File: src/hdl/mrpt_pkg.sv
// Shared types and constants for the Miller-Rabin primality tester.
// Holds the sequencer state, the command and status bundles and the base table.
// No dependencies.
`timescale 1ns / 1ps

package mrpt_pkg;

    localparam int NUM_BASES = 6;
    localparam int BASE_BITS = 24;

    typedef logic [2:0] base_idx_t;

    typedef enum logic [1:0] {
        MUL_RED,
        MUL_RES,
        MUL_SQ,
        MUL_X
    } mul_op_t;

    typedef enum logic [3:0] {
        S_IDLE,
        S_CLASSIFY,
        S_FACTOR,
        S_RED,
        S_RED_WAIT,
        S_POW_STEP,
        S_POW_MWAIT,
        S_POW_SQ,
        S_POW_SWAIT,
        S_CHECK,
        S_LOOP,
        S_LOOP_WAIT,
        S_LOOP_TEST,
        S_NEXT_BASE,
        S_DONE
    } state_t;

    typedef struct packed {
        logic    load;
        logic    fac_init;
        logic    fac_shift;
        logic    mul_start;
        mul_op_t mul_op;
        logic    pow_init;
        logic    e_shift;
        logic    k_init;
        logic    k_inc;
        logic    base_inc;
    } mr_cmd_t;

    typedef struct packed {
        logic n_lt2;
        logic n_eq2;
        logic n_even;
        logic d_odd;
        logic mul_busy;
        logic mul_done;
        logic prod_zero;
        logic e_lsb;
        logic e_last;
        logic x_one;
        logic x_nm1;
        logic k_lt_r;
        logic base_last;
    } mr_status_t;

    function automatic logic [BASE_BITS-1:0] base_value(input base_idx_t idx);
        logic [BASE_BITS-1:0] v;
        unique case (idx)
            3'd0:    v = 24'd2;
            3'd1:    v = 24'd325;
            3'd2:    v = 24'd9375;
            3'd3:    v = 24'd28178;
            3'd4:    v = 24'd450775;
            3'd5:    v = 24'd9780504;
            default: v = '0;
        endcase
        return v;
    endfunction

endpackage

File: src/hdl/mrpt_modmul.sv
// Bit-serial modular multiplier: (x * y) mod m by shift-and-add, one bit of y per cycle.
// Requires x < m. Uses no package items.
`timescale 1ns / 1ps

module mrpt_modmul #(
    parameter int W  = 64,
    parameter int YW = 64
) (
    input  logic          clk,
    input  logic          rst_n,
    input  logic          start,
    input  logic [W-1:0]  x,
    input  logic [YW-1:0] y,
    input  logic [W-1:0]  m,
    output logic          busy,
    output logic          done,
    output logic [W-1:0]  product
);

    logic          busy_reg, busy_next;
    logic          done_reg, done_next;
    logic [W-1:0]  acc_reg;
    logic [W-1:0]  addend_reg;
    logic [YW-1:0] y_reg;

    // sum kept one bit wider so the carry is never lost
    function automatic logic [W-1:0] add_mod(input logic [W-1:0] a, input logic [W-1:0] b,
                                             input logic [W-1:0] md);
        logic [W:0] s;
        s = {1'b0, a} + {1'b0, b};
        if (s >= {1'b0, md})
        begin
            s = s - {1'b0, md};
        end
        return s[W-1:0];
    endfunction

    always_comb
    begin
        busy_next = busy_reg;
        done_next = 1'b0;
        if (start)
        begin
            busy_next = (y != '0);
            done_next = (y == '0);
        end
        else if (busy_reg && (y_reg[YW-1:1] == '0))
        begin
            busy_next = 1'b0;
            done_next = 1'b1;
        end
    end

    always_ff @(posedge clk or negedge rst_n)
    begin
        if (!rst_n)
        begin
            busy_reg <= 1'b0;
            done_reg <= 1'b0;
        end
        else
        begin
            busy_reg <= busy_next;
            done_reg <= done_next;
        end
    end

    always_ff @(posedge clk)
    begin
        if (start)
        begin
            acc_reg    <= '0;
            addend_reg <= x;
            y_reg      <= y;
        end
        else if (busy_reg)
        begin
            if (y_reg[0])
            begin
                acc_reg <= add_mod(acc_reg, addend_reg, m);
            end
            addend_reg <= add_mod(addend_reg, addend_reg, m);
            y_reg      <= y_reg >> 1;
        end
    end

    assign busy    = busy_reg;
    assign done    = done_reg;
    assign product = acc_reg;

`ifndef NO_ASSERTIONS
    a_busy_done_excl: assert property (@(posedge clk) disable iff (!rst_n)
        !(busy_reg && done_reg))
        else $error("multiplier busy and done together");

    a_operands_reduced: assert property (@(posedge clk) disable iff (!rst_n)
        busy_reg |-> (acc_reg < m) && (addend_reg < m))
        else $error("multiplier operand not reduced");
`endif

endmodule

File: src/hdl/mrpt_datapath.sv
// Datapath: candidate, n-1 factoring, exponent, running values and base index.
// Depends on mrpt_pkg and mrpt_modmul.
`timescale 1ns / 1ps

module mrpt_datapath
    import mrpt_pkg::*;
#(
    parameter int WIDTH = 64
) (
    input  logic        clk,
    input  logic        rst_n,
    input  logic [63:0] candidate,
    input  mr_cmd_t     cmd,
    output mr_status_t  sts
);

    localparam int YW = (WIDTH > BASE_BITS) ? WIDTH : BASE_BITS;
    localparam int CW = $clog2(WIDTH);

    logic [WIDTH-1:0] n_reg;
    logic [WIDTH-1:0] nm1_reg;
    logic [WIDTH-1:0] d_reg;
    logic [WIDTH-1:0] e_reg;
    logic [WIDTH-1:0] x_reg;
    logic [WIDTH-1:0] sq_reg;
    logic [CW-1:0]    r_reg;
    logic [CW-1:0]    k_reg;
    base_idx_t        idx_reg;
    mul_op_t          op_reg;

    logic [WIDTH-1:0] mul_x;
    logic [YW-1:0]    mul_y;
    logic             mul_busy;
    logic             mul_done;
    logic [WIDTH-1:0] prod;

    always_comb
    begin
        unique case (cmd.mul_op)
            MUL_RED:
            begin
                mul_x = WIDTH'(1);
                mul_y = YW'(base_value(idx_reg));
            end
            MUL_RES:
            begin
                mul_x = x_reg;
                mul_y = YW'(sq_reg);
            end
            MUL_SQ:
            begin
                mul_x = sq_reg;
                mul_y = YW'(sq_reg);
            end
            MUL_X:
            begin
                mul_x = x_reg;
                mul_y = YW'(x_reg);
            end
            default:
            begin
                mul_x = x_reg;
                mul_y = YW'(x_reg);
            end
        endcase
    end

    mrpt_modmul #(
        .W  (WIDTH),
        .YW (YW)
    ) u_modmul (
        .clk     (clk),
        .rst_n   (rst_n),
        .start   (cmd.mul_start),
        .x       (mul_x),
        .y       (mul_y),
        .m       (n_reg),
        .busy    (mul_busy),
        .done    (mul_done),
        .product (prod)
    );

    always_ff @(posedge clk)
    begin
        if (cmd.load)
        begin
            n_reg <= candidate[WIDTH-1:0];
        end
        if (cmd.fac_init)
        begin
            d_reg   <= n_reg - WIDTH'(1);
            nm1_reg <= n_reg - WIDTH'(1);
            r_reg   <= '0;
            idx_reg <= '0;
        end
        else
        begin
            if (cmd.fac_shift)
            begin
                d_reg <= d_reg >> 1;
                r_reg <= r_reg + CW'(1);
            end
            if (cmd.base_inc)
            begin
                idx_reg <= idx_reg + 3'd1;
            end
        end
        if (cmd.mul_start)
        begin
            op_reg <= cmd.mul_op;
        end
        if (cmd.pow_init)
        begin
            x_reg  <= WIDTH'(1);
            sq_reg <= prod;
            e_reg  <= d_reg;
        end
        else
        begin
            if (cmd.e_shift)
            begin
                e_reg <= e_reg >> 1;
            end
            if (mul_done)
            begin
                unique case (op_reg)
                    MUL_RES: x_reg  <= prod;
                    MUL_X:   x_reg  <= prod;
                    MUL_SQ:  sq_reg <= prod;
                    MUL_RED: ;
                    default: ;
                endcase
            end
        end
        if (cmd.k_init)
        begin
            k_reg <= CW'(1);
        end
        else if (cmd.k_inc)
        begin
            k_reg <= k_reg + CW'(1);
        end
    end

    always_comb
    begin
        sts.n_lt2     = (n_reg[WIDTH-1:1] == '0);
        sts.n_eq2     = (n_reg == WIDTH'(2));
        sts.n_even    = !n_reg[0];
        sts.d_odd     = d_reg[0];
        sts.mul_busy  = mul_busy;
        sts.mul_done  = mul_done;
        sts.prod_zero = (prod == '0);
        sts.e_lsb     = e_reg[0];
        sts.e_last    = (e_reg[WIDTH-1:1] == '0);
        sts.x_one     = (x_reg == WIDTH'(1));
        sts.x_nm1     = (x_reg == nm1_reg);
        sts.k_lt_r    = (k_reg < r_reg);
        sts.base_last = (idx_reg == 3'(NUM_BASES - 1));
    end

endmodule

File: config.mk
export PLATFORM = sky130hd
export DESIGN_NAME = mrpt_datapath
export DESIGN_NICKNAME = d
export VERILOG_FILES = /design/src/hdl/mrpt_pkg.sv /design/src/hdl/mrpt_modmul.sv /design/src/hdl/mrpt_datapath.sv
export SDC_FILE = /design/constraint.sdc
export NUM_CORES = 2
export LEC_CHECK = 0
export ABC_CLOCK_PERIOD_IN_PS = 5900
export BUFFER_PORTS_ARGS = -buffer_cell sky130_fd_sc_hd__buf_2
export CELL_PAD_IN_SITES_DETAIL_PLACEMENT = 0
export CELL_PAD_IN_SITES_GLOBAL_PLACEMENT = 1
export CORE_UTILIZATION = 46
export CTS_CLUSTER_DIAMETER = 150
export DETAILED_ROUTE_END_ITERATION = 8
export PLACE_DENSITY = 0.77
export SETUP_SLACK_MARGIN = 0.15
export SLEW_MARGIN = 40
export SYNTH_ARGS = -nofsm -noshare
export SYNTH_HDL_FRONTEND = slang
export SYNTH_SLANG_ARGS = --single-unit
export TNS_END_PERCENT = 100
File: constraint.sdc
create_clock -name clk -period 5.9 [get_ports clk]
set_input_delay 0.59 -clock clk [delete_from_list [all_inputs] [get_ports clk]]
set_output_delay 0.59 -clock clk [all_outputs]
set_load 0.01 [all_outputs]
==> results.toml <==
[status]
status = "finished, final reports clean"

[sta]
layout_worst_path_cycle_share_pct = 94.7
setup_viol = 0
fin_ws_ns = 0.313
worst-slew-pin-transition_ns = 0.981
final_hold_slack_ns = 0.0954
timing.final.max_slew_violations = 0
timing.final.crit_period_ns = 5.59
fin_skew_ns = 0.0386
report.final.hold_viol_count = 0
max_freq_mhz = 179
max-slew-margin-rel_pct = 34.0
rsz0062_at_grt = "no"

[setup_path]
biggest_fanout_along_the_worst_timing_path = 15
delay_of_the_slowest_critical_path_stage_ns = 0.58
cp_data_arrival_time_ns = 6.15
crit_path_frequent_cell = "sky130_fd_sc_hd__buf_12"
worst_r2r_endpoint = "u_modmul.product[5]$_SDFFE_PP0P_"
timing.rr.start = "u_modmul.addend_reg[0]$_DFFE_PP_"
timing.reg2reg.setup_slack_ns = 0.31
cell_family_with_most_cp_delay = "compound AO/OA/AOI/OAI gates"
start_kind = "register"
critical_path_required_ns = 6.46
setup.worst_path.end_class = "register"
library_cell_contributing_the_largest_single_delay_on_the_critical_path = "sky130_fd_sc_hd__or4_4"
cp_num_cells = 25
timing.critical_path.buf_inv = 6
critical_path.startpoint = "u_modmul.addend_reg[0]$_DFFE_PP_"
worst_r2r_path_depth = 25
timing_worst_setup_path_type = "reg -> reg"

[power]
comb_power_share_pct = 53.3
power-per-cell-area_nw_per_um2 = 500
leakagePower_nw = 17.1
total_net_switching_power_w = 0.00933
power.sequential.fraction_pct = 27.6
worst_ir_drop_on_vdd_mv = 0.385
netSwitchingFraction_pct = 42.7
portion_of_total_power_attributed_to_the_clock_network_pct = 19.2
intPower_w = 0.0125

[detailed_routing]
antenna_violating_nets_post_route = 0
first_iter_violations = 3492
drt-vias-per-instance = 6.26
detail_route.drc_violations = 0
detail_route.wirelength_um = 138000
num_vias = 32904
routedWlPerCell_um = 26.2
drt_pre_antenna_iters = 5

[worst_hold_path]
hold_depth = 1
hold_class = "in -> reg"
hold_path_end = "n_reg[33]$_DFFE_PP_"
hold_path.startpoint = "candidate[33]"

[placement]
port-buffer-count = 89
place.gp.congestion = 1.01
place_ws_ns = -0.0723
dp.final_hpwl_um = 107000
placed_area_sq_um = 40700

[yosys]
synth_cell_types = 77
synth_simple_gate_area_share_pct = 14.2
post-synth-top-area-cell = "sky130_fd_sc_hd__edfxtp_1"
post_syn_nets = 4292
yosys_warnings = 0
synth-seq-area-share_pct = 43.0
synth_compound_area_share_pct = 20.5
synth_xor_xnor_area_share_pct = 6.92
synthesis_stage_register_bit_count = 595
multiplexer_fraction_of_the_synthesized_cell_area_pct = 4.73
syn-instance-count = 4002
synth_top_area_share_pct = 35.4
synth_enable_flop_cells = 450
postSynth.asyncResetShare_pct = 0.336
synth.area.top_cells = "sky130_fd_sc_hd__edfxtp_1 (35%), sky130_fd_sc_hd__dfxtp_1 (7.5%), sky130_fd_sc_hd__ha_1 (6.9%)"
synth.avg_cell_area_sq_um = 9.55
syn_area_sq_um = 38200
synth_flop_cell = "sky130_fd_sc_hd__edfxtp_1"
synthesized_area_fraction_occupied_by_adder_cells_pct = 7.03
synth_top_family_by_area = "compound AO/OA/AOI/OAI gates"

[finish]
area_delta_synth_final_pct = 14.3
diodes = 0
nets = 4428
final_layout_size_suffix_gt1_share_pct = 15.7
layout.cell_area.non_filler_sq_um = 43700

[clocking]
htree_levels = 2
clockBufferDepth = 3
worst_skew_pair.late_latency_ns = 0.67
cts.root.buffer_cell = "sky130_fd_sc_hd__clkbuf_16"
cts-buffers-inserted = 60
cts_clk_pin_slew_worst_paths_ns = 0.07
clock_tree_from_tritoncts = "done"
cts_num_sinks = 595

[floorplan]
rows = 105
die_area_sq_um = 84200
initial_standard_cell_utilization_of_the_core_pct = 46.5
num_io_pins = 90
core_sq_um = 82100
chipWidth_um = 290
die_height_um = 290

[grt]
global_route_wire_length_before_repair_um = 201000
gr-total-overflow = 0
antenna_found_initial = 2
grt_max_degree = 118
first_global_vias = 31800
global_route.usage.total_pct = 31.7

[run]
drv.max_cap_violation_count = 0
[layout make-up]
| class | instances | area, sq um |
|---|---|---|
| multi-input cells | 3045 | 21000 |
| clock buffers | 79 | 1660 |
| repair buffers | 305 | 2310 |
| clock inverters | 34 | 482 |
| inverters | 131 | 493 |
| fillers | 7518 | 38400 |
| well taps | 1070 | 1340 |
| flip-flops and latches | 595 | 16400 |
[synth_stat cells (all sizes together), types with 32 or more instances]
| master | number |
|---|---|
| nor2 | 232 |
| ha | 210 |
| and3 | 32 |
| nand3 | 75 |
| o22ai | 51 |
| nor3 | 65 |
| xnor2 | 159 |
| a211oi | 36 |
| nand4 | 93 |
| mux2 | 140 |
| o21bai | 38 |
| a21o | 104 |
| nand2 | 397 |
| edfxtp | 450 |
| a22oi | 114 |
| o21a | 33 |
| clkbuf | 203 |
| xor2 | 143 |
| dfxtp | 143 |
| a31oi | 75 |
| o21ai | 210 |
| nor4 | 100 |
| inv | 130 |
| o2bb2ai | 45 |
| a21oi | 383 |
[layer usage]
metal / wire, um / part of all wire, % / track usage [%]
met1: 54000 / 39 / 38.7
met2: 63400 / 46 / 51.8
met3: 10400 / 7.6 / 6.27
met4: 9750 / 7.1 / 19.1
met5: 0 / 0 / 0
[logic make-up (layout without fill, tap and decap cells)]
group                    Yosys count  in the layout
AO/OA/AOI/OAI                   1233           1233
AND/OR/NAND/NOR                 1134           1134
flip-flops                       595            595
buffers and inverters            362            549
XOR/XNOR                         302            302
adder cells (fa/ha/maj)          213            213
multiplexers                     163            163
[power by group through the flow]
| stage | clock (W) | combinational [W] | sequential (W) |
|---|---|---|---|
| 5_1_grt | 0.00438 | 0.0127 | 0.00607 |
| 6_report | 0.00419 | 0.0116 | 0.00603 |
| 3_5_place_dp | 0 | 0.0109 | 0.00607 |
| 2_1_floorplan | 0 | 0.00737 | 0.00578 |
| 4_1_cts | 0.00423 | 0.0110 | 0.00600 |
| 3_3_place_gp | 0 | 0.0109 | 0.00607 |
[placed cells by master (no fill, tap or decap), types with 86 or more instances in the layout]
cell type / n
sky130_fd_sc_hd__xor2_1: 142
sky130_fd_sc_hd__nor4_1: 93
sky130_fd_sc_hd__buf_4: 195
sky130_fd_sc_hd__dfxtp_1: 142
sky130_fd_sc_hd__nor2_1: 228
sky130_fd_sc_hd__a22oi_1: 114
sky130_fd_sc_hd__o21ai_0: 196
sky130_fd_sc_hd__inv_1: 130
sky130_fd_sc_hd__nand2_1: 394
sky130_fd_sc_hd__edfxtp_1: 450
sky130_fd_sc_hd__buf_2: 86
sky130_fd_sc_hd__a21oi_1: 373
sky130_fd_sc_hd__xnor2_1: 156
sky130_fd_sc_hd__mux2_2: 140
sky130_fd_sc_hd__a21o_1: 104
sky130_fd_sc_hd__nand4_1: 93
sky130_fd_sc_hd__ha_1: 182
[how the worst max path moves through the flow]
stage | slack [ns] | to
6_report | 0.31 | u_modmul.product[5]$_SDFFE_PP0P_
3_5_place_dp | -0.07 | u_modmul.product[5]$_SDFFE_PP0P_
3_3_place_gp | 0.03 | u_modmul.product[10]$_SDFFE_PP0P_
5_1_grt | 0.1 | u_modmul.product[5]$_SDFFE_PP0P_
2_1_floorplan | 0.26 | u_modmul.product[57]$_SDFFE_PP0P_
4_1_cts | 0.16 | u_modmul.product[10]$_SDFFE_PP0P_
[through the flow]
| step | std cells | util (%) | TNS [ns] | power (W) |
|---|---|---|---|---|
| floorplan | 4002 | - | 0 | 0.0131 |
| global placement | 5110 | 49.5 | 0 | 0.0170 |
| detailed placement | 5112 | 49.6 | -0.248 | 0.0170 |
| CTS | 5227 | 52.3 | 0 | 0.0212 |
| global route | 5259 | 53.2 | 0 | 0.0232 |
| finish | 5259 | 53.2 | 0 | 0.0219 |
[repair_timing]
item                                    in CTS  in global routing
buffers inserted                             1                 29
hold buffers                                 1                  0
gates cloned                                 0                  3
endpoints found under the setup margin      57                 64
pin swaps                                    3                 31
resized for setup                           14                 88
endpoints found under the hold margin        2                  0
Note: power is estimated with default switching activity, not from simulation.
